**src/hdl/scba_pkg.sv**
```systemverilog
// Shared types, constants and status codes of the size-class block allocator.
`timescale 1ns / 1ps
package scba_pkg;

    localparam int CLASS_COUNT    = 7;
    localparam int SMALLEST_BLOCK = 64;
    localparam int LOG_SMALLEST   = 6;
    localparam int PAGE_BYTES     = 4096;
    localparam int PAGE_LOG       = 12;
    localparam int MAX_PAGES      = 64;
    localparam int MAX_BLOCK      = SMALLEST_BLOCK << (CLASS_COUNT - 1);

    localparam int CLS_W          = 3;
    localparam int SIZE_W         = 32;
    localparam int ADDR_IN_W      = 32;
    localparam int ADDR_W         = 31;
    localparam int STATUS_W       = 3;
    localparam int LIMIT_W        = 7;
    localparam int REGION_LSB     = 28;
    // Offsets of carved blocks inside a class region stay below 64 pages.
    localparam int OFF_W          = 18;
    localparam int CUR_W          = OFF_W + 1;
    localparam int BLK_W          = 12;
    localparam int LINK_IDX_W     = CLS_W + BLK_W;
    localparam int LINK_DEPTH     = CLASS_COUNT * (1 << BLK_W);
    localparam int LINK_W         = OFF_W + 1;

    localparam int QUEUE_DEPTH    = 2;
    localparam int QPTR_W         = 1;
    localparam int QCNT_W         = 2;

    localparam logic [STATUS_W-1:0] ST_ALLOC   = 3'd0;
    localparam logic [STATUS_W-1:0] ST_OUT     = 3'd1;
    localparam logic [STATUS_W-1:0] ST_LARGE   = 3'd2;
    localparam logic [STATUS_W-1:0] ST_FREED   = 3'd3;
    localparam logic [STATUS_W-1:0] ST_IGNORED = 3'd4;

    localparam logic CMD_ALLOC = 1'b0;
    localparam logic CMD_FREE  = 1'b1;

    typedef enum logic [1:0] {
        OP_ALLOC,
        OP_FREE,
        OP_LARGE,
        OP_IGNORE
    } op_t;

    typedef struct packed {
        op_t              op;
        logic [CLS_W-1:0] cls;
        logic [OFF_W-1:0] off;
    } item_t;

    typedef struct packed {
        logic  valid;
        item_t item;
    } queue_out_t;

    typedef enum logic {
        BK_IDLE,
        BK_POP
    } back_state_t;

endpackage

```
**src/hdl/scba_front.sv**
```systemverilog
// Front end: accepts an item and classifies it into an operation, size class and offset.
`timescale 1ns / 1ps
module scba_front
(
    input  logic                             start,
    input  logic                             full,
    input  logic                             cmd,
    input  logic [scba_pkg::SIZE_W-1:0]      req_size,
    input  logic [scba_pkg::ADDR_IN_W-1:0]   free_addr,
    output logic                             push,
    output scba_pkg::item_t                  item
);

    logic [scba_pkg::CLS_W-1:0]      alloc_cls;
    logic [3:0]                      region;
    logic [scba_pkg::CLS_W-1:0]      free_cls;
    logic [scba_pkg::REGION_LSB-1:0] aligned;
    logic                            region_ok;

    assign push = start && !full;

    // Smallest class that fits; scanning downward leaves the smallest match.
    always_comb
    begin
        alloc_cls = scba_pkg::CLS_W'(scba_pkg::CLASS_COUNT - 1);
        for (int i = scba_pkg::CLASS_COUNT - 2; i >= 0; i--)
        begin
            if (req_size <= (scba_pkg::SIZE_W'(scba_pkg::SMALLEST_BLOCK) << i))
            begin
                alloc_cls = scba_pkg::CLS_W'(i);
            end
        end
    end

    assign region    = free_addr[scba_pkg::ADDR_IN_W-1:scba_pkg::REGION_LSB];
    assign free_cls  = scba_pkg::CLS_W'(region - 4'd1);
    assign region_ok = !region[3] && (region[2:0] != 3'd0);
    assign aligned   = free_addr[scba_pkg::REGION_LSB-1:0]
                     & ~((scba_pkg::REGION_LSB'(scba_pkg::SMALLEST_BLOCK) << free_cls)
                         - scba_pkg::REGION_LSB'(1));

    always_comb
    begin
        item.op  = scba_pkg::OP_ALLOC;
        item.cls = alloc_cls;
        item.off = '0;
        if (cmd == scba_pkg::CMD_ALLOC)
        begin
            if (req_size > scba_pkg::SIZE_W'(scba_pkg::MAX_BLOCK))
            begin
                item.op = scba_pkg::OP_LARGE;
            end
        end
        else
        begin
            item.cls = free_cls;
            item.off = aligned[scba_pkg::OFF_W-1:0];
            // Anything beyond the largest carvable offset was never carved.
            if (!region_ok || (aligned[scba_pkg::REGION_LSB-1:scba_pkg::OFF_W] != '0))
            begin
                item.op = scba_pkg::OP_IGNORE;
            end
            else
            begin
                item.op = scba_pkg::OP_FREE;
            end
        end
    end

endmodule

```
**config.mk**
```make
export PLATFORM = sky130hd
export DESIGN_NAME = scba_front
export DESIGN_NICKNAME = d
export VERILOG_FILES = /design/src/hdl/scba_pkg.sv /design/src/hdl/scba_front.sv
export SDC_FILE = /design/constraint.sdc
export NUM_CORES = 1
export LEC_CHECK = 0
export BUFFER_PORTS_ARGS = -buffer_cell sky130_fd_sc_hd__clkbuf_2
export CAP_MARGIN = 20
export CORE_ASPECT_RATIO = 1.5
export CORE_MARGIN = 2
export CORE_UTILIZATION = 37
export DETAILED_ROUTE_END_ITERATION = 16
export PLACE_DENSITY_LB_ADDON = 0.3
export SLEW_MARGIN = 10
export SYNTH_ARGS = -nofsm -noshare
export SYNTH_HDL_FRONTEND = slang
export SYNTH_SLANG_ARGS = --single-unit
export TNS_END_PERCENT = 1
```
**constraint.sdc**
```tcl
create_clock -name vclk -period 8.3
set_input_delay 1.66 -clock vclk [all_inputs]
set_output_delay 1.66 -clock vclk [all_outputs]
set_load 0.1 [all_outputs]
```
======== Yosys cells after proc, flatten, opt, wreduce, memory -nomap -nowiden ========
Cells that the tools add are included.
cells by class
  add/sub/neg operators ................... 2
  magnitude comparators ................... 7
  shift-type cells ........................ 1
  mux-type cells .......................... 10
  bitwise logic cells ..................... 2
  reduce and logical (&&, ||, !) cells .... 8
operators with widths
  cell                   count
  $gt 32x13->1 const B   1
  $le 32x10->1 const B   1
  $le 32x11->1 const B   1
  $le 32x12->1 const B   1
  $le 32x7->1 const B    1
  $le 32x8->1 const B    1
  $le 32x9->1 const B    1
  $and 28x28->28         1
  $not 28->28            1
  $shl 7x3->28 const A   1
  $sub 28x1->28 const B  1
  $mux 21                1
  $mux 3                 5
  $reduce_bool 10->1     1
  $mux 2                 4
  $logic_not 1->1        3
  $reduce_bool 3->1      1
  $sub 3x1->3 const B    1
  $logic_and 1x1->1      2
  $logic_or 1x1->1       1
word-level totals
  register bits ........................... 0
  input port bits ......................... 67
  output and inout bits ................... 24
  logic and storage cells ................. 30

======== Logic depth before layout (Yosys ltp) ========
Gate-level depths: netlist of the first run.
  depth after elaboration ................. 9
  gate-level depth with buffers ........... 11

======== Worst setup path before layout of the first run ========
Ideal clock, no wire load.
  path kind ............................... in2out
  start ................................... input port free_addr[28] in the netlist's numbering
  end ..................................... output port item[22] in the netlist's numbering
  arrival time ............................ 4.516 ns
  required time ........................... 6.640 ns
  path slack .............................. 2.124 ns
  cell stages on the path ................. 11
  path through ............................ inv_1 ha_1 ha_1 buf_2 nand2_1 ha_1 nor2b_1 o21ai_1 or3b_1 a21oi_1 a21oi_1
RTL lines
  element          line              source
  start, declared  scba_front.sv:9   input logic [scba_pkg::ADDR_IN_W-1:0] free_addr,
  end, declared    scba_front.sv:11  output scba_pkg::item_t item

==> results.md, run 1 <==
* Top cells by count, synth: 8 x ha_1, 7 x buf_4, 7 x nand2_1
* Vias after detailed routing at a little under 1000
* Switching Fraction at 72.9%
* Placer Congestion at between 0.6 and 0.7
* Status: completed
* Wire length on met3 at 151 um
* Worst Path Buf+Inv at 3
* Max-slew violations at 0
* Gr ovfl total at 0
* CP top delay family: adder cells
* Met2 routed WL at 1220 um
* P_sw at 0.0676 mW
* Port-buffer cells at 79
* Layout filler cell count at roughly 190
* Max-Cap Viols at 0
* GRT Util Overall at 19.1%
* Post-CTS Setup Bufs at 0
* Share of power burned in the clock network at 0%
* Max VDD drop at 46.7 uV
* Worst-Margin Slew at 0.548 ns
* Slew headroom at 63.6%
* Hold Fails Final Rpt at 0
* Initial core utilization at 39.3%
* Internal power at 0.0251 mW
* Sequential area share after synthesis at 0%
* Most frequent cell after synthesis: ha_1
* P_leak at 0.639 nW
* CP Cell Sequence: clkbuf_2 -> inv_1 -> ha_1 -> ha_1 -> nand2_1 -> ha_1 -> nor2b_1 -> o21ai_1 -> or3b_1 -> a21oi_1 -> a21oi_1 -> clkbuf_2
* Nets@finish at ~250
* Post-Syn Instances at 97
* Rows at 19
* CP max-delay cell: ha_1
* Clkbuf count at 0
* Synth top area cells: ha_1 14%, buf_4 7.2%, xnor2_1 4.8%, and2_1 4.3%, and3_1 4.3%
* Core area at ~0.0019 mm2
* Via/cell ratio at 5.05
* Vias in the first global route at roughly 890
* Placed insts at about 190
* Post-Syn Area per Cell at 7.51 um2
* Area leader, netlist: ha_1
* Die area at 0.00235 mm2
* Critical Path AT at 4.15 ns
* Post-Syn Area at ~730 um2
* Power density cells at 84.6 mW/mm2
* Crit. End Element: output port
* Largest net degree at the start of global routing at 22
* Fin util at 59.1%
* Initial antenna violation count at 0
* Post-CTS sizing at 0
* Hold-fix buffers, CTS at 0
* # IOs at 91
* Slowest stage delay, CP at 0.40 ns
* Synth cell types at 43
* Residual DRC at 0
* CP max FO at 10
* Final ANT Viol Nets at 0
* Setup TNS at 0 ns
* Initial DRT Pass Iterations at 2
* Area occupied by multi-input gates at 659 um2
* Crit path time final at 5.81 ns
* Final worst-path cycle share at a little over two thirds
* First-pass GRT wire length at 3420 um
* Share of cells above drive strength 1 at 49.1%
* Die Wd at 40.2 um
* RSZ-0062 raised after global routing: no
* Hpwl dp at 1910 um
* Setup CP Type: in -> out
* Routed length on met1 at 743 um
* # diodes at 0
* Crit path launch type: primary input
* F_max at roughly 170 MHz
* FF+latch area at 0 um2
* Iter 0 DRT Violations at 7
* Setup violators final at 0
* WL/cell at 11.0 um
* Total Routed Length at roughly 2100 um
* DR top layer: met3
* HP Class: in -> out
* Area fraction of the dominant cell type after synthesis at 13.7%
* Combinational power share at 100.0%
* Ys Warns at 0
* FF+latch count at 0
* CP dominant cell by count: ha_1
* WP data required at 6.64 ns
* Sequential Power Share at 0%
* Die Ht at 58.3 um
* Synth-to-layout area growth at 50.5%
* Finished Layout Cells at 192
[tightest hold or removal path, stage by stage]
cell	delay, ns
clkbuf_2	0.08
nor2b_1	0.03
clkbuf_2	0.35
[final timing paths]
kind | start | endpoint | cells past startpoint
hold / removal | full | push | 3
setup / recovery | free_addr[28] | item[22] | 12
[cells in the final DEF, fill, tap and decap left out, types with 2 or more instances in the layout]
cell | synthesis | layout
clkbuf_2 | 0 | 79
ha_1 | 8 | 8
nand2_1 | 7 | 7
conb_1 | 1 | 6
and2_1 | 5 | 5
nor2b_1 | 5 | 5
and3_1 | 5 | 5
nor4_1 | 5 | 5
inv_1 | 4 | 4
xnor2_1 | 4 | 4
nor2_1 | 4 | 4
nor3_1 | 3 | 3
o21ai_1 | 3 | 3
a21oi_1 | 3 | 3
o2111a_1 | 2 | 2
or3_1 | 2 | 2
a211oi_1 | 2 | 2
or3b_1 | 2 | 2
[stage by stage]
step / setup slack [ns] / instance area (um2) / hold WS (ns) / power, mW
detailed placement: 2.48 / 1100 / 3.79 / 0.0929
global route: 2.32 / 1100 / 3.81 / 0.0989
global placement: 2.55 / 1100 / 3.78 / 0.0913
finish: 2.49 / 1100 / 3.78 / 0.0927
CTS: 2.46 / 1100 / 3.78 / 0.0931
floorplan: 2.12 / 747 / 3.53 / 0.0717
[layout make-up]
cell class,count,area share [%]
inverter,4,1.37
tap,21,2.40
timing repair buffer,79,36.1
multi-input combinational,88,60.2
[cell families (layout without fill, tap and decap cells)]
group / Yosys count / count (layout) / share of synthesized area [%]
buf+inv: 14 / 83 / 12.0
simple gates: 47 / 47 / 42.3
compound gates: 21 / 21 / 24.1
mux: 1 / 1 / 1.37
xor+xnor: 5 / 5 / 6.01
other cells: 1 / 6 / 0.515
fa+ha+maj: 8 / 8 / 13.7
[layer usage]
layer	up-vias	track usage, %
li1	498	-
met1	433	21.3
met2	38	38.7
met3	0	0.377
met4	0	0.952
met5	-	0
[power by group through the flow]
stage | Sequential (mW) | Combinational, mW | Clock, mW
finish | 0 | 0.0927 | 0
CTS | 0 | 0.0931 | 0
detailed placement | 0 | 0.0929 | 0
floorplan | 0 | 0.0717 | 0
global placement | 0 | 0.0913 | 0
global route | 0 | 0.0989 | 0
(Power assumes the default switching activity.)
==> run 2, diff against run 1 <==
Settings changed: CORE_UTILIZATION 37 to 31.
Clock period 8.3 ns to 4.97 ns, I/O delays scaled along.
==> run 2 against run 1 <==
Global-route usage decreased by 4.2 points. Highest routed layer unchanged. Combinational power increased by 66%. Cell area increased by 0.23%. First-iteration DRC count unchanged. Largest power group unchanged. Non-clock buffer count unchanged. Largest cell class unchanged. Worst setup slack got worse by 2.0 ns. Count of clock-buffer cells in the layout unchanged. Sequential share of layout area unchanged. Critical path type unchanged.
==> results.md, run 2 (synthesis results as in run 1) <==
* Initial DRT Pass Iterations at 6 (was 2)
* Setup TNS at 0 ns (unchanged)
* Fin util at 49.2% (was 59.1%)
* P_sw at 0.112 mW (was 0.0676 mW)
* F_max at ~220 MHz
* Vias in the first global route at 923 (was 889)
* Max-Cap Viols at 0 (unchanged)
* Hold-fix buffers, CTS at 0 (unchanged)
* Vias after detailed routing at 972 (was 969)
* Status: completed (unchanged)
* # IOs at 91 (unchanged)
* Combinational power share at 100.0% (about the same)
* Nets@finish at 248 (unchanged)
* M3 GR Usage at 0.287% (was 0.377%)
* # diodes at 0 (unchanged)
* Port-buffer cells at 79 (unchanged)
* HP Class: in -> out (unchanged)
* CP max FO at 10 (unchanged)
* Final worst-path cycle share at 90.1%
* FF+latch count at 0 (unchanged)
* Via/cell ratio at 5.01 (was 5.05)
* Setup violators final at 0 (unchanged)
* Slowest stage delay, CP at 0.40 ns (about the same)
* Share of cells above drive strength 1 at 49.1% (unchanged)
* Residual DRC at 0 (unchanged)
* Crit path time final at 4.48 ns
* Internal power at 0.0419 mW (was 0.0251 mW)
* PnR worst setup slack at 0.492 ns (was 2.49 ns)
* Die Wd at 43.6 um (was 40.2 um)
* Core area at 0.00223 mm2 (was 0.00185 mm2)
* Synth-to-layout area growth at 50.9% (was 50.5%)
* Layout filler cell count at 228 (was 191)
* RSZ-0062 raised after global routing: no (unchanged)
* CP Cell Sequence: clkbuf_2 -> inv_1 -> ha_1 -> ha_1 -> nand2_1 -> ha_1 -> nor2b_1 -> o21ai_1 -> or3b_1 -> a21oi_1 -> a21oi_1 -> clkbuf_2 (unchanged)
* Crit. End Element: output port (unchanged)
* Max-slew violations at 0 (unchanged)
* Power density cells at 140 mW/mm2 (was 84.6 mW/mm2)
* Worst-Margin Slew at 0.549 ns (was 0.548 ns)
* Die area at 0.00276 mm2 (was 0.00235 mm2)
* Die Ht at 63.4 um (was 58.3 um)
* Global Route met1 Usage at 16.4% (was 21.3%)
* CP max-delay cell: ha_1 (unchanged)
* Hold Fails Final Rpt at 0 (unchanged)
* Gr ovfl total at 0 (unchanged)
* Area occupied by multi-input gates at 659 um2 (unchanged)
* Placer Congestion at 0.843 (was 0.666)
* WP data required at 3.98 ns (was 6.64 ns)
* Final ANT Viol Nets at 0 (unchanged)
* Max VDD drop at 58.5 uV (was 46.7 uV)
* Hpwl dp at 1890 um (was 1910 um)
* WL/cell at 10.6 um (was 11.0 um)
* Crit path launch type: primary input (unchanged)
* Place WS at 0.496 ns (was 2.48 ns)
* Largest net degree at the start of global routing at 22 (unchanged)
* FF+latch area at 0 um2 (unchanged)
* Most frequent cells in the layout: 79 x clkbuf_2, 8 x ha_1, 7 x nand2_1, 6 x conb_1 (unchanged)
* CP dominant cell by count: ha_1 (unchanged)
* Iter 0 DRT Violations at 7 (unchanged)
* Share of power burned in the clock network at 0% (about the same)
* Grt peak-use layer: met2 (unchanged)
* Post-CTS sizing at 0 (unchanged)
* Critical Path AT at 3.48 ns (was 4.15 ns)
* Sequential Power Share at 0% (about the same)
* Slew headroom at 63.6% (about the same)
* Rows at 21 (was 19)
* Initial core utilization at 32.6% (was 39.3%)
* Switching Fraction at 72.8% (was 72.9%)
* Setup CP Type: in -> out (unchanged)
* Clkbuf count at 0 (unchanged)
* First-pass GRT wire length at 3510 um (was 3420 um)
* Routing usage on met2 at 30.5% (was 38.7%)
* Most common cell after layout, fill and taps aside: clkbuf_2 (unchanged)
* Post-CTS Setup Bufs at 0 (unchanged)
* GRT Util Overall at 14.9% (was 19.1%)
* P_leak at 0.639 nW (unchanged)
* Initial antenna violation count at 0 (unchanged)
* Total Routed Length at 2070 um (was 2120 um)
run 2: worst max-delay path, delay by kind of cell:
kind | cells | cell delay (ns)
AND/OR/NAND/NOR | 3 | 0.73
adder cells (fa/ha/maj) | 3 | 0.80
AO/OA/AOI/OAI | 3 | 0.36
buffers and inverters | 3 | 0.58
run 2: path summary, 6_finish.rpt:
path	start	endpoint	slack, ns	cells after the start
max	free_addr[28]	item[22]	0.49	12
min	full	push	2.45	3
run 2: power groups by stage:
stage               Sequential [mW]  Clock (mW)  Combinational [mW]
global route                      0           0               0.164
floorplan                         0           0               0.120
CTS                               0           0               0.155
global placement                  0           0               0.153
finish                            0           0               0.154
detailed placement                0           0               0.155
run 2: per-stage QoR:
stage / hold WS, ns / total power, mW / instance area (um2) / std cells
after floorplan: 2.20 / 0.120 / 747 / 102
after global placement: 2.45 / 0.153 / 1100 / 194
after detailed placement: 2.45 / 0.155 / 1100 / 194
after CTS: 2.45 / 0.155 / 1100 / 194
after global routing: 2.47 / 0.164 / 1100 / 194
final: 2.45 / 0.154 / 1100 / 194
run 2: per-layer routing:
layer / part of all wire, % / vias to the layer above
met3: 8.0 / 0
met4: 0 / 0
li1: - / 497
met5: 0 / -
met2: 55 / 42
met1: 37 / 433
run 2: cell type report:
cell class	count	share of cell area, %
tap	23	2.62
timing repair buffer	79	36.0
inverter	4	1.37
multi-input combinational	88	60.0
