**src/hdl/scba_pkg.sv**
```systemverilog
// Shared types, constants and status codes of the size-class block allocator.
`timescale 1ns / 1ps
package scba_pkg;

    localparam int CLASS_COUNT    = 7;
    localparam int SMALLEST_BLOCK = 64;
    localparam int LOG_SMALLEST   = 6;
    localparam int PAGE_BYTES     = 4096;
    localparam int PAGE_LOG       = 12;
    localparam int MAX_PAGES      = 64;
    localparam int MAX_BLOCK      = SMALLEST_BLOCK << (CLASS_COUNT - 1);

    localparam int CLS_W          = 3;
    localparam int SIZE_W         = 32;
    localparam int ADDR_IN_W      = 32;
    localparam int ADDR_W         = 31;
    localparam int STATUS_W       = 3;
    localparam int LIMIT_W        = 7;
    localparam int REGION_LSB     = 28;
    // Offsets of carved blocks inside a class region stay below 64 pages.
    localparam int OFF_W          = 18;
    localparam int CUR_W          = OFF_W + 1;
    localparam int BLK_W          = 12;
    localparam int LINK_IDX_W     = CLS_W + BLK_W;
    localparam int LINK_DEPTH     = CLASS_COUNT * (1 << BLK_W);
    localparam int LINK_W         = OFF_W + 1;

    localparam int QUEUE_DEPTH    = 2;
    localparam int QPTR_W         = 1;
    localparam int QCNT_W         = 2;

    localparam logic [STATUS_W-1:0] ST_ALLOC   = 3'd0;
    localparam logic [STATUS_W-1:0] ST_OUT     = 3'd1;
    localparam logic [STATUS_W-1:0] ST_LARGE   = 3'd2;
    localparam logic [STATUS_W-1:0] ST_FREED   = 3'd3;
    localparam logic [STATUS_W-1:0] ST_IGNORED = 3'd4;

    localparam logic CMD_ALLOC = 1'b0;
    localparam logic CMD_FREE  = 1'b1;

    typedef enum logic [1:0] {
        OP_ALLOC,
        OP_FREE,
        OP_LARGE,
        OP_IGNORE
    } op_t;

    typedef struct packed {
        op_t              op;
        logic [CLS_W-1:0] cls;
        logic [OFF_W-1:0] off;
    } item_t;

    typedef struct packed {
        logic  valid;
        item_t item;
    } queue_out_t;

    typedef enum logic {
        BK_IDLE,
        BK_POP
    } back_state_t;

endpackage

```
**src/hdl/scba_queue.sv**
```systemverilog
// Two-entry queue of classified items between the front end and the back end.
`timescale 1ns / 1ps
module scba_queue
(
    input  logic                    clk,
    input  logic                    rst_n,
    input  logic                    push,
    input  scba_pkg::item_t         push_item,
    input  logic                    pop,
    output logic                    full,
    output scba_pkg::queue_out_t    head
);

    scba_pkg::item_t                  entry_reg [scba_pkg::QUEUE_DEPTH];
    logic [scba_pkg::QPTR_W-1:0]      wr_ptr_reg;
    logic [scba_pkg::QPTR_W-1:0]      wr_ptr_next;
    logic [scba_pkg::QPTR_W-1:0]      rd_ptr_reg;
    logic [scba_pkg::QPTR_W-1:0]      rd_ptr_next;
    logic [scba_pkg::QCNT_W-1:0]      count_reg;
    logic [scba_pkg::QCNT_W-1:0]      count_next;
    logic                             do_pop;

    assign full       = (count_reg == scba_pkg::QCNT_W'(scba_pkg::QUEUE_DEPTH));
    assign head.valid = (count_reg != '0);
    assign head.item  = entry_reg[rd_ptr_reg];
    assign do_pop     = pop && head.valid;

    always_comb
    begin
        wr_ptr_next = push ? wr_ptr_reg + scba_pkg::QPTR_W'(1) : wr_ptr_reg;
        rd_ptr_next = do_pop ? rd_ptr_reg + scba_pkg::QPTR_W'(1) : rd_ptr_reg;
        count_next  = count_reg + scba_pkg::QCNT_W'(push) - scba_pkg::QCNT_W'(do_pop);
    end

    always_ff @(posedge clk or negedge rst_n)
    begin
        if (!rst_n)
        begin
            wr_ptr_reg <= '0;
            rd_ptr_reg <= '0;
            count_reg  <= '0;
        end
        else
        begin
            wr_ptr_reg <= wr_ptr_next;
            rd_ptr_reg <= rd_ptr_next;
            count_reg  <= count_next;
        end
    end

    always_ff @(posedge clk)
    begin
        if (push)
        begin
            entry_reg[wr_ptr_reg] <= push_item;
        end
    end

endmodule

```
**config.mk**
```make
export PLATFORM = sky130hd
export DESIGN_NAME = scba_queue
export DESIGN_NICKNAME = d
export VERILOG_FILES = /design/src/hdl/scba_pkg.sv /design/src/hdl/scba_queue.sv
export SDC_FILE = /design/constraint.sdc
export NUM_CORES = 1
export LEC_CHECK = 0
export BUFFER_PORTS_ARGS = -buffer_cell sky130_fd_sc_hd__clkbuf_2
export CAP_MARGIN = 25
export CORE_ASPECT_RATIO = 0.5
export CORE_MARGIN = 1
export CORE_UTILIZATION = 51
export DETAILED_ROUTE_END_ITERATION = 12
export PLACE_DENSITY_LB_ADDON = 0.3
export RECOVER_POWER = 100
export SYNTH_ARGS = -nofsm -noshare
export SYNTH_HDL_FRONTEND = slang
export SYNTH_SLANG_ARGS = --single-unit
```
**constraint.sdc**
```tcl
create_clock -name clk -period 2.3 [get_ports clk]
set_input_delay 0.115 -clock clk [delete_from_list [all_inputs] [get_ports clk]]
set_output_delay 0.115 -clock clk [all_outputs]
set_load 0.1 [all_outputs]
```
# After elaboration in Yosys (flattened, before gate mapping)

Memories as Yosys holds them, arrays and structs flattened.
Cells that the tools add are included.

Reductions and logical operators: 2
Equal/unequal tests: 1
Add/subtract/negate cells: 4
Muxes and demuxes: 2

Operators with widths:

| kind                  | count |
|---|---|
| $add A1 B1 Y1 const B | 2 |
| $add A2 B1 Y2         | 1 |
| $eq A2 B2 Y1 const B  | 1 |
| $mux W1               | 2 |
| $reduce_bool A2 Y1    | 1 |
| $sub A2 B1 Y2         | 1 |
| $logic_and A1 B1 Y1   | 1 |

Bits of input ports: 27
Word-level logic and storage cells: 13
Memories: 1
Memory bits (writable): 46
Bits in registers: 4
Output and inout bits: 25

Memory list:

| memory    | words | width | rd ports | clocked after memory_dff | wr ports | RTL line         | RTL |
|---|---|---|---|---|---|---|---|
| entry_reg | 2     | 23    | 1        | 0                        | 1        | scba_queue.sv:14 | `scba_pkg::item_t entry_reg [scba_pkg::QUEUE_DEPTH];` |

# Depth between registers and ports, before layout

Gate-level depths: netlist of run 1.

Depth in word-level cells: 3
Gate-level depth with buffers: 6
Depth with buffers taken out: 6

# Worst setup path before layout of run 1

Ideal clock, no wire load.

Path type: register to register
Start: register wr_ptr_reg
End: memory entry_reg[0][0] in the netlist's numbering, enable pin
Data arrival time: 1.446 ns
Path slack: 0.448 ns
Cell stages (with the launch flop): 2
Period minus slack after synthesis: 1.852 ns
Required time: 1.895 ns
Cells stage by stage: dfrtp_1 > nor2b_1

RTL lines:

| element                | RTL line         | RTL |
|---|---|---|
| start, declared        | scba_queue.sv:15 | `logic [scba_pkg::QPTR_W-1:0] wr_ptr_reg;` |
| start signal, assigned | scba_queue.sv:45 | `wr_ptr_reg <= wr_ptr_next;` |
| end, declared          | scba_queue.sv:14 |  |

No word-level cell before the write port.

==> run_summary.xml, run 1 <==
<?xml version="1.0" encoding="UTF-8"?>
<metrics>
  <group name="status">
    <metric name="status" unit="">complete, no violations</metric>
  </group>
  <group name="routing">
    <metric name="total_detailed_routing_wirelength" unit="µm">3280</metric>
    <metric name="detailroute.wirelength.met3" unit="µm">124</metric>
    <metric name="iter_0_drt_violations" unit="">28</metric>
    <metric name="met2_length" unit="µm">1765</metric>
    <metric name="drt.antenna.violating_nets" unit="">0</metric>
    <metric name="first_pass_iters" unit="">3</metric>
    <metric name="avgViaCountPerCell" unit="">4.709</metric>
    <metric name="wl_met1" unit="µm">1331</metric>
    <metric name="dr_total_vias" unit="">970</metric>
    <metric name="highest_layer" unit="">met4</metric>
    <metric name="drt_drc_violations_left" unit="">0</metric>
    <metric name="drt-wirelength-per-cell" unit="µm">15.92</metric>
  </group>
  <group name="sta">
    <metric name="fraction_of_the_cycle_the_final_worst_path_needs" unit="">0.8560</metric>
    <metric name="slew_viol_final" unit="">0</metric>
    <metric name="timing_worst_slew_pin_value" unit="ps">1293</metric>
    <metric name="max_freq" unit="GHz">0.5079</metric>
    <metric name="grt_setup_unrepaired" unit="">no</metric>
    <metric name="final_period_minus_worst_setup_slack" unit="ps">1969</metric>
    <metric name="relSlewSlack" unit="">0.1381</metric>
    <metric name="final.setup_skew" unit="ps">3.333</metric>
    <metric name="setup-tns-final" unit="ps">0</metric>
    <metric name="hold_violations" unit="">0</metric>
    <metric name="timing.final.ws_setup" unit="ps">331.2</metric>
    <metric name="setup_failing_eps_final" unit="">0</metric>
  </group>
  <group name="setup_path">
    <metric name="cp_data_arrival_time" unit="ps">1850</metric>
    <metric name="crit_path_max_incr_delay" unit="ps">620</metric>
    <metric name="cp_max_fo" unit="">11</metric>
    <metric name="cp_slowest_cell" unit="">sky130_fd_sc_hd__dfrtp_1</metric>
    <metric name="worst-setup-path-type" unit="">reg2out</metric>
    <metric name="crit_chain" unit="">clkbuf_2 -&gt; mux2_1 -&gt; buf_12</metric>
    <metric name="worst_ep_required_time" unit="ps">2180</metric>
    <metric name="reg2regPathDepth" unit="">2</metric>
    <metric name="worst_setup_start_kind" unit="">flop</metric>
    <metric name="critPathCaptureType" unit="">primary output</metric>
  </group>
  <group name="floorplanning">
    <metric name="placeableCoreArea" unit="µm²">3547</metric>
    <metric name="die_x" unit="µm">89.74</metric>
    <metric name="die_h" unit="µm">45.87</metric>
    <metric name="initial_core_util" unit="">0.5534</metric>
    <metric name="num_io_pins" unit="">52</metric>
    <metric name="std_cell_rows" unit="">15</metric>
    <metric name="design.die.area" unit="µm²">4116</metric>
  </group>
  <group name="synth">
    <metric name="yosysTopAreaCellShare" unit="">0.7036</metric>
    <metric name="synthDistinctLibCells" unit="">14</metric>
    <metric name="synth.largest_area_cell" unit="">sky130_fd_sc_hd__edfxtp_1</metric>
    <metric name="seq_area_frac_synth" unit="">0.7546</metric>
    <metric name="netlist_instances" unit="">89</metric>
    <metric name="count_of_state_elements_after_synthesis" unit="">50</metric>
    <metric name="synth.area.top_cells" unit="">sky130_fd_sc_hd__edfxtp_1 70%, sky130_fd_sc_hd__mux2_4 15%, sky130_fd_sc_hd__dfrtp_1 5.1%</metric>
    <metric name="synth_fp_nets" unit="">118</metric>
    <metric name="ys.warnings.count" unit="">0</metric>
    <metric name="syn-mean-instance-area" unit="µm²">22.06</metric>
    <metric name="combined_area_of_all_synthesized_cells" unit="µm²">1963</metric>
  </group>
  <group name="finish">
    <metric name="final_layout_size_suffix_gt1_frac" unit="">0.3548</metric>
    <metric name="antenna-diode-count" unit="">0</metric>
    <metric name="layout-area-overhead-vs-synth" unit="%">30.91</metric>
    <metric name="num-nets-final" unit="">184</metric>
    <metric name="largest_reg_flops" unit="">46</metric>
    <metric name="final.fill_count" unit="">227</metric>
    <metric name="footprint_of_the_multi_input_gates" unit="µm²">380.4</metric>
    <metric name="ff_latch_area" unit="µm²">1481</metric>
  </group>
  <group name="grt">
    <metric name="antenna_violations_before_repair" unit="">0</metric>
    <metric name="grt_overflow" unit="">0</metric>
    <metric name="grt_first_pass_wirelength" unit="µm">4781</metric>
    <metric name="first_global_vias" unit="">977</metric>
    <metric name="global_route.usage.total" unit="">0.1653</metric>
    <metric name="pin_count_of_the_biggest_net_entering_global_routing" unit="">24</metric>
  </group>
  <group name="cts">
    <metric name="clk_latency" unit="ps">290</metric>
    <metric name="number_of_levels_in_the_clock_h_tree" unit="">2</metric>
    <metric name="post_cts_sizing" unit="">0</metric>
    <metric name="cts_inserted_buffers" unit="">5</metric>
    <metric name="cts_tree" unit="">built</metric>
    <metric name="cts_num_sinks" unit="">50</metric>
    <metric name="cts_root_buf" unit="">sky130_fd_sc_hd__clkbuf_8</metric>
    <metric name="clock_tree.buffer_depth" unit="">2</metric>
    <metric name="cts.reportedPaths.clkPinSlew" unit="ps">80</metric>
  </group>
  <group name="min_path">
    <metric name="hold_path_class" unit="">in2reg</metric>
    <metric name="whs_path_depth" unit="">1</metric>
  </group>
  <group name="placed_design">
    <metric name="io_buffers" unit="">51</metric>
    <metric name="dpl_worst_slack" unit="ps">693.3</metric>
    <metric name="globalplace.congestion" unit="">0.6567</metric>
    <metric name="dp_hpwl" unit="µm">2321</metric>
  </group>
  <group name="flow_run">
    <metric name="drv_cap" unit="">0</metric>
  </group>
</metrics>
## layout by cell type (no fill, tap or decap)
master / n
sky130_fd_sc_hd__ha_1: 2
sky130_fd_sc_hd__nor2b_2: 1
sky130_fd_sc_hd__or2_2: 1
sky130_fd_sc_hd__bufinv_16: 1
sky130_fd_sc_hd__clkbuf_8: 5
sky130_fd_sc_hd__buf_2: 5
sky130_fd_sc_hd__dfrtp_1: 4
sky130_fd_sc_hd__xnor2_1: 2
sky130_fd_sc_hd__and2_0: 1
sky130_fd_sc_hd__inv_1: 2
sky130_fd_sc_hd__xor2_1: 2
sky130_fd_sc_hd__mux2_2: 4
sky130_fd_sc_hd__buf_4: 1
sky130_fd_sc_hd__edfxtp_1: 46
sky130_fd_sc_hd__dlygate4sd3_1: 7
sky130_fd_sc_hd__clkbuf_1: 19
sky130_fd_sc_hd__mux2_1: 12
sky130_fd_sc_hd__o21a_1: 1
sky130_fd_sc_hd__clkbuf_2: 16
sky130_fd_sc_hd__clkinv_1: 1
sky130_fd_sc_hd__buf_12: 14
sky130_fd_sc_hd__mux2_4: 7
sky130_fd_sc_hd__nor2b_1: 1
## cell type report
cell class	count	share of cell area
clock buffers	5	0.02678
clock inverters	2	0.01315
inverters	2	0.002921
multi-input cells	34	0.1480
flip-flops and latches	50	0.5764
well taps	51	0.02483
repair buffers	62	0.2079
## metal layers
metal	GRT usage	vias to the layer above
met3	0.05167	6
met4	0.08852	0
met5	0	-
li1	-	465
met2	0.3108	27
met1	0.1772	472
## repair_timing
| action | 4_1_cts | 5_1_grt |
|---|---|---|
| hold buffers | 2 | 5 |
| setup endpoints to repair | 0 | 0 |
| hold endpoints to repair | 6 | 10 |
| setup buffers | 0 | 0 |
## per-stage QoR
stage	hold slack, ps	cells	instance area, µm²	utilization
2_1_floorplan	-180.6	89	1963	-
3_3_place_gp	-71.23	192	2549	0.7185
3_5_place_dp	-69.67	192	2549	0.7185
4_1_cts	0.2327	201	2671	0.7531
5_1_grt	0.1506	206	2570	0.7245
6_report	12.36	206	2570	0.7245
## synthesized netlist by cell type, drive strengths merged
library cell	instances
and2	1
inv	2
mux2	23
nor2b	2
dfrtp	4
buf	3
xor2	2
xnor2	2
ha	2
o21a	1
edfxtp	46
or2	1
## worst max-delay path, delay by kind of cell (launching register included)
kind / cells / cell delay (ps)
flops: 1 / 620
buf+inv: 2 / 520
mux: 1 / 410
## kinds of logic after synthesis
| logic type | share of synthesized area |
|---|---|
| fa+ha+maj | 0.01274 |
| flops | 0.7546 |
| compound gates | 0.003826 |
| buf+inv | 0.02996 |
| xor+xnor | 0.01785 |
| simple gates | 0.01275 |
| mux | 0.1683 |
## worst paths after layout
| check | from | endpoint | slack [ps] |
|---|---|---|---|
| worst min register to register | wr_ptr_reg$_DFFE_PN0P_ | wr_ptr_reg$_DFFE_PN0P_ | 510 |
| worst max-delay path | rd_ptr_reg$_DFFE_PN0P_ | head[14] | 330 |
| max in group asynchronous | rst_n | rd_ptr_reg$_DFFE_PN0P_ | 1930 |
| worst max register to register | wr_ptr_reg$_DFFE_PN0P_ | entry_reg[0][21]$_DFFE_PP_ | 440 |
| worst min-delay path | push_item[18] | entry_reg[0][18]$_DFFE_PP_ | 10 |
| min in group asynchronous | rst_n | wr_ptr_reg$_DFFE_PN0P_ | 180 |
Power of run 1 is left out: the tool's default activity adds up to more than one toggle a clock period on the data nets, which glitch-free logic cannot reach.
==> run 2: changes to the inputs <==
Settings changed: BUFFER_PORTS_ARGS -buffer_cell sky130_fd_sc_hd__clkbuf_2 to default, CORE_UTILIZATION 51 to 43, DONT_BUFFER_PORTS from default to 1.
==> run_summary.xml, run 2 (synthesis results as in run 1) <==
<?xml version="1.0" encoding="UTF-8"?>
<metrics>
  <group name="cts">
    <metric name="clk_latency" unit="ps">290</metric>
    <metric name="cts_tree" unit="">built</metric>
    <metric name="cts_root_buf" unit="">sky130_fd_sc_hd__clkbuf_8</metric>
    <metric name="number_of_levels_in_the_clock_h_tree" unit="">2</metric>
    <metric name="postCtsHoldBufs" unit="">25</metric>
    <metric name="post_cts_sizing" unit="">0</metric>
    <metric name="postCtsSetupRepairBufs" unit="">0</metric>
    <metric name="cts.reportedPaths.clkPinSlew" unit="ps">80</metric>
    <metric name="clock_tree.buffer_depth" unit="">2</metric>
    <metric name="cts_inserted_buffers" unit="">5</metric>
    <metric name="cts_num_sinks" unit="">50</metric>
  </group>
  <group name="routing">
    <metric name="iter_0_drt_violations" unit="">30</metric>
    <metric name="drt-wirelength-per-cell" unit="µm">17.51</metric>
    <metric name="drt_drc_violations_left" unit="">0</metric>
    <metric name="total_detailed_routing_wirelength" unit="µm">3169</metric>
    <metric name="avgViaCountPerCell" unit="">4.895</metric>
    <metric name="drt.antenna.violating_nets" unit="">0</metric>
    <metric name="dr_total_vias" unit="">886</metric>
    <metric name="first_pass_iters" unit="">4</metric>
  </group>
  <group name="sta">
    <metric name="timing_worst_slew_pin_value" unit="ps">1341</metric>
    <metric name="setup_failing_eps_final" unit="">0</metric>
    <metric name="grt_setup_unrepaired" unit="">no</metric>
    <metric name="max_freq" unit="GHz">0.5060</metric>
    <metric name="hold_violations" unit="">0</metric>
    <metric name="final.setup_skew" unit="ps">9.975</metric>
    <metric name="fraction_of_the_cycle_the_final_worst_path_needs" unit="">0.8592</metric>
    <metric name="final_period_minus_worst_setup_slack" unit="ps">1976</metric>
    <metric name="relSlewSlack" unit="">0.1059</metric>
    <metric name="slew_viol_final" unit="">0</metric>
    <metric name="setup-tns-final" unit="ps">0</metric>
  </group>
  <group name="finish">
    <metric name="largest_reg_flops" unit="">46</metric>
    <metric name="antenna-diode-count" unit="">0</metric>
    <metric name="final.fill_count" unit="">309</metric>
    <metric name="final_cell_area" unit="µm²">2379</metric>
    <metric name="layout_common_cells" unit="">46 x sky130_fd_sc_hd__edfxtp_1, 25 x sky130_fd_sc_hd__dlygate4sd3_1, 11 x sky130_fd_sc_hd__mux2_1, 11 x sky130_fd_sc_hd__mux2_2, 5 x sky130_fd_sc_hd__clkbuf_8</metric>
    <metric name="num-nets-final" unit="">155</metric>
    <metric name="ff_latch_area" unit="µm²">1481</metric>
    <metric name="most_common_library_cell_in_the_layout_ignoring_fill_and_taps" unit="">sky130_fd_sc_hd__edfxtp_1</metric>
    <metric name="layout-area-overhead-vs-synth" unit="%">21.16</metric>
    <metric name="final_layout_size_suffix_gt1_frac" unit="">0.2047</metric>
    <metric name="footprint_of_the_multi_input_gates" unit="µm²">357.8</metric>
  </group>
  <group name="setup_path">
    <metric name="critPathCaptureType" unit="">primary output</metric>
    <metric name="startpoint" unit="">rd_ptr_reg$_DFFE_PN0P_</metric>
    <metric name="worst_ep_required_time" unit="ps">2180</metric>
    <metric name="cp_data_arrival_time" unit="ps">1860</metric>
    <metric name="worst_setup_start_kind" unit="">flop</metric>
    <metric name="worst_r2r_startpoint" unit="">wr_ptr_reg$_DFFE_PN0P_</metric>
    <metric name="cp_slowest_cell" unit="">sky130_fd_sc_hd__mux2_1</metric>
    <metric name="crit_path_max_incr_delay" unit="ps">800</metric>
    <metric name="cp_max_fo" unit="">21</metric>
    <metric name="crit_chain" unit="">buf_4 -&gt; mux2_1</metric>
    <metric name="worst-setup-path-type" unit="">reg2out</metric>
  </group>
  <group name="status">
    <metric name="status" unit="">complete, no violations</metric>
  </group>
  <group name="floorplanning">
    <metric name="num_io_pins" unit="">52</metric>
    <metric name="die_x" unit="µm">97.56</metric>
    <metric name="die_h" unit="µm">49.78</metric>
    <metric name="placeableCoreArea" unit="µm²">4124</metric>
    <metric name="std_cell_rows" unit="">16</metric>
    <metric name="design.die.area" unit="µm²">4856</metric>
    <metric name="initial_core_util" unit="">0.4760</metric>
  </group>
  <group name="placed_design">
    <metric name="globalplace.congestion" unit="">0.6340</metric>
    <metric name="io_buffers" unit="">0</metric>
    <metric name="dp_hpwl" unit="µm">2089</metric>
    <metric name="postPlaceCellArea" unit="µm²">2095</metric>
  </group>
  <group name="grt">
    <metric name="grt_overflow" unit="">0</metric>
    <metric name="first_global_vias" unit="">940</metric>
    <metric name="antenna_violations_before_repair" unit="">0</metric>
    <metric name="grt_first_pass_wirelength" unit="µm">4933</metric>
    <metric name="global_route.usage.total" unit="">0.1397</metric>
    <metric name="pin_count_of_the_biggest_net_entering_global_routing" unit="">24</metric>
  </group>
  <group name="min_path">
    <metric name="worst_hold_path_startpoint" unit="">pop</metric>
    <metric name="hold_path_class" unit="">in2reg</metric>
  </group>
  <group name="flow_run">
    <metric name="drv_cap" unit="">0</metric>
  </group>
</metrics>
## run 2: cell types whose count changed in the layout (fill, tap and decap cells not counted), sizes merged
cell,change
buf,-14
clkbuf,-33
dlygate4sd3,+18
inv,+1
## run 2: layout make-up
type | instances | share of cell area
clock buffers | 5 | 0.02893
well taps | 54 | 0.02841
repair buffers | 33 | 0.1483
flip-flops and latches | 50 | 0.6228
inverters | 2 | 0.003156
multi-input cells | 34 | 0.1504
clock inverters | 3 | 0.01789
## run 2: critical path, delay by kind of cell (launching register included)
kind,cells,cell delay [ps]
buffers and inverters,1,330
DFF,1,430
muxes,1,800
## run 2: worst paths after layout
check                           slack [ps]  depth (start not counted)                        end
worst max-delay path                   320                          2                   head[16]
max in group asynchronous             2030                          1     rd_ptr_reg$_DFFE_PN0P_
worst min-delay path                    80                          2     rd_ptr_reg$_DFFE_PN0P_
worst max register to register         400                          2  entry_reg[1][2]$_DFFE_PP_
worst min register to register         520                          1     wr_ptr_reg$_DFFE_PN0P_
min in group asynchronous               90                          1     count_reg[1]$_DFF_PN0_
## run 2: through the flow
| stage | utilization | hold slack [ps] | setup slack [ps] | instances |
|---|---|---|---|---|
| after floorplan | - | -180.6 | 448.1 | 89 |
| after global placement | 0.5079 | -180.5 | 804.2 | 148 |
| after detailed placement | 0.5079 | -180.5 | 744.7 | 148 |
| after CTS | 0.5956 | 75.21 | 416.3 | 181 |
| after global routing | 0.5768 | 80.00 | 226.0 | 181 |
| final | 0.5768 | 82.13 | 323.9 | 181 |
## run 2: layer usage
| metal | track usage | routed length, µm | part of all wire |
|---|---|---|---|
| met1 | 0.1560 | 1385 | 0.44 |
| met2 | 0.2599 | 1683 | 0.53 |
| met3 | 0.04681 | 100 | 0.032 |
| met4 | 0.03676 | 0 | 0 |
| met5 | 0 | 0 | 0 |
Power of run 2 is left out for the same reason.
==> run 3: changes to the inputs <==
Settings changed: CELL_PAD_IN_SITES_DETAIL_PLACEMENT from default to 0, CELL_PAD_IN_SITES_GLOBAL_PLACEMENT from default to 1.
==> run_summary.xml, run 3 (synthesis results as in run 1) <==
<?xml version="1.0" encoding="UTF-8"?>
<metrics>
  <group name="sta">
    <metric name="final.setup_skew" unit="ps">12.90</metric>
    <metric name="timing_worst_slew_pin_value" unit="ps">1350</metric>
    <metric name="final_period_minus_worst_setup_slack" unit="ps">1926</metric>
    <metric name="relSlewSlack" unit="">0.09988</metric>
    <metric name="max_freq" unit="GHz">0.5193</metric>
    <metric name="fraction_of_the_cycle_the_final_worst_path_needs" unit="">0.8372</metric>
    <metric name="setup-tns-final" unit="ps">0</metric>
    <metric name="hold_violations" unit="">0</metric>
    <metric name="slew_viol_final" unit="">0</metric>
    <metric name="grt_setup_unrepaired" unit="">no</metric>
    <metric name="setup_failing_eps_final" unit="">0</metric>
  </group>
  <group name="setup_path">
    <metric name="critPathCaptureType" unit="">flop</metric>
    <metric name="worst_setup_start_kind" unit="">flop</metric>
    <metric name="worst-setup-path-type" unit="">reg2reg</metric>
    <metric name="worst_ep_required_time" unit="ps">2260</metric>
    <metric name="cp_max_fo" unit="">14</metric>
    <metric name="startpoint" unit="">wr_ptr_reg$_DFFE_PN0P_</metric>
    <metric name="worst_r2r_startpoint" unit="">wr_ptr_reg$_DFFE_PN0P_</metric>
    <metric name="cp_data_arrival_time" unit="ps">1890</metric>
  </group>
  <group name="cts">
    <metric name="clock_tree.buffer_depth" unit="">2</metric>
    <metric name="postCtsSetupRepairBufs" unit="">0</metric>
    <metric name="cts_tree" unit="">built</metric>
    <metric name="cts_num_sinks" unit="">50</metric>
    <metric name="postCtsHoldBufs" unit="">25</metric>
    <metric name="post_cts_sizing" unit="">0</metric>
    <metric name="clk_latency" unit="ps">300</metric>
    <metric name="number_of_levels_in_the_clock_h_tree" unit="">2</metric>
    <metric name="cts_inserted_buffers" unit="">5</metric>
    <metric name="cts.reportedPaths.clkPinSlew" unit="ps">90</metric>
    <metric name="cts_root_buf" unit="">sky130_fd_sc_hd__clkbuf_8</metric>
  </group>
  <group name="floorplanning">
    <metric name="std_cell_rows" unit="">16</metric>
    <metric name="num_io_pins" unit="">52</metric>
    <metric name="placeableCoreArea" unit="µm²">4124</metric>
    <metric name="design.die.area" unit="µm²">4856</metric>
    <metric name="die_x" unit="µm">97.56</metric>
    <metric name="die_h" unit="µm">49.78</metric>
    <metric name="initial_core_util" unit="">0.4760</metric>
  </group>
  <group name="routing">
    <metric name="first_pass_iters" unit="">4</metric>
    <metric name="dr_total_vias" unit="">879</metric>
    <metric name="avgViaCountPerCell" unit="">4.856</metric>
    <metric name="drt_drc_violations_left" unit="">0</metric>
    <metric name="drt.antenna.violating_nets" unit="">0</metric>
    <metric name="drt-wirelength-per-cell" unit="µm">17.14</metric>
    <metric name="iter_0_drt_violations" unit="">14</metric>
    <metric name="total_detailed_routing_wirelength" unit="µm">3103</metric>
  </group>
  <group name="grt">
    <metric name="antenna_violations_before_repair" unit="">0</metric>
    <metric name="global_route.usage.total" unit="">0.1320</metric>
    <metric name="pin_count_of_the_biggest_net_entering_global_routing" unit="">24</metric>
    <metric name="grt_first_pass_wirelength" unit="µm">4616</metric>
    <metric name="first_global_vias" unit="">957</metric>
    <metric name="grt_overflow" unit="">0</metric>
  </group>
  <group name="flow_run">
    <metric name="drv_cap" unit="">0</metric>
  </group>
  <group name="finish">
    <metric name="layout-area-overhead-vs-synth" unit="%">21.10</metric>
    <metric name="layout_common_cells" unit="">46 x sky130_fd_sc_hd__edfxtp_1, 25 x sky130_fd_sc_hd__dlygate4sd3_1, 22 x sky130_fd_sc_hd__mux2_1</metric>
    <metric name="final.fill_count" unit="">309</metric>
    <metric name="num-nets-final" unit="">155</metric>
    <metric name="antenna-diode-count" unit="">0</metric>
    <metric name="final_layout_size_suffix_gt1_frac" unit="">0.1260</metric>
    <metric name="largest_reg_flops" unit="">46</metric>
    <metric name="most_common_library_cell_in_the_layout_ignoring_fill_and_taps" unit="">sky130_fd_sc_hd__edfxtp_1</metric>
  </group>
  <group name="min_path">
    <metric name="hold_path_class" unit="">in2reg</metric>
    <metric name="worst_hold_path_startpoint" unit="">pop</metric>
  </group>
  <group name="placed_design">
    <metric name="dp_hpwl" unit="µm">2159</metric>
    <metric name="globalplace.congestion" unit="">0.6628</metric>
    <metric name="io_buffers" unit="">0</metric>
  </group>
  <group name="status">
    <metric name="status" unit="">complete, no violations</metric>
  </group>
</metrics>
## run 3: cell types whose count changed in the layout (fill, tap and decap cells not counted), sizes merged
cell | before | now
buf | 6 | 5
clkbuf | 7 | 8
## run 3: critical path, cell delays in order, from the launching register on
cell and delay [ps]:
sky130_fd_sc_hd__dfrtp_1 400, sky130_fd_sc_hd__nor2b_1 690, sky130_fd_sc_hd__clkbuf_2 480
## run 3: layer usage
metal,GRT usage,part of all wire,wire [µm]
met1,0.1398,0.45,1390
met2,0.2354,0.50,1541
met3,0.04965,0.038,117
met4,0.06618,0.017,53
met5,0,0,0
## run 3: final timing paths
kind | to | slack [ps] | cells past startpoint
min | rd_ptr_reg$_DFFE_PN0P_ | 60 | 2
max | entry_reg[0][8]$_DFFE_PP_ | 370 | 2
min reg2reg | wr_ptr_reg$_DFFE_PN0P_ | 490 | 1
min in group asynchronous | count_reg[0]$_DFF_PN0_ | 70 | 1
max in group asynchronous | wr_ptr_reg$_DFFE_PN0P_ | 2060 | 1
max reg2reg | entry_reg[0][8]$_DFFE_PP_ | 370 | 2
## run 3: metrics by stage
stage	instances	setup slack [ps]	hold WS, ps	utilization	area (µm²)
after floorplan	89	448.1	-180.6	-	1963
after global placement	148	857.9	-180.5	0.5079	2095
after detailed placement	148	758.0	-180.5	0.5079	2095
after CTS	181	488.4	60.01	0.5959	2457
after global routing	181	281.1	59.40	0.5765	2377
final	181	374.5	58.83	0.5765	2377
## run 3: layout make-up
class                           instances  area, µm²  share of cell area
Clock buffer                            5      68.82             0.02895
Clock inverter                          3      43.79             0.01842
Inverter                                2      7.507            0.003158
Multi-Input combinational cell         34      357.8              0.1505
Sequential cell                        50       1481              0.6232
Tap cell                               54      67.56             0.02842
Timing Repair Buffer                   33      350.3              0.1474
Power of run 3 is left out for the same reason.
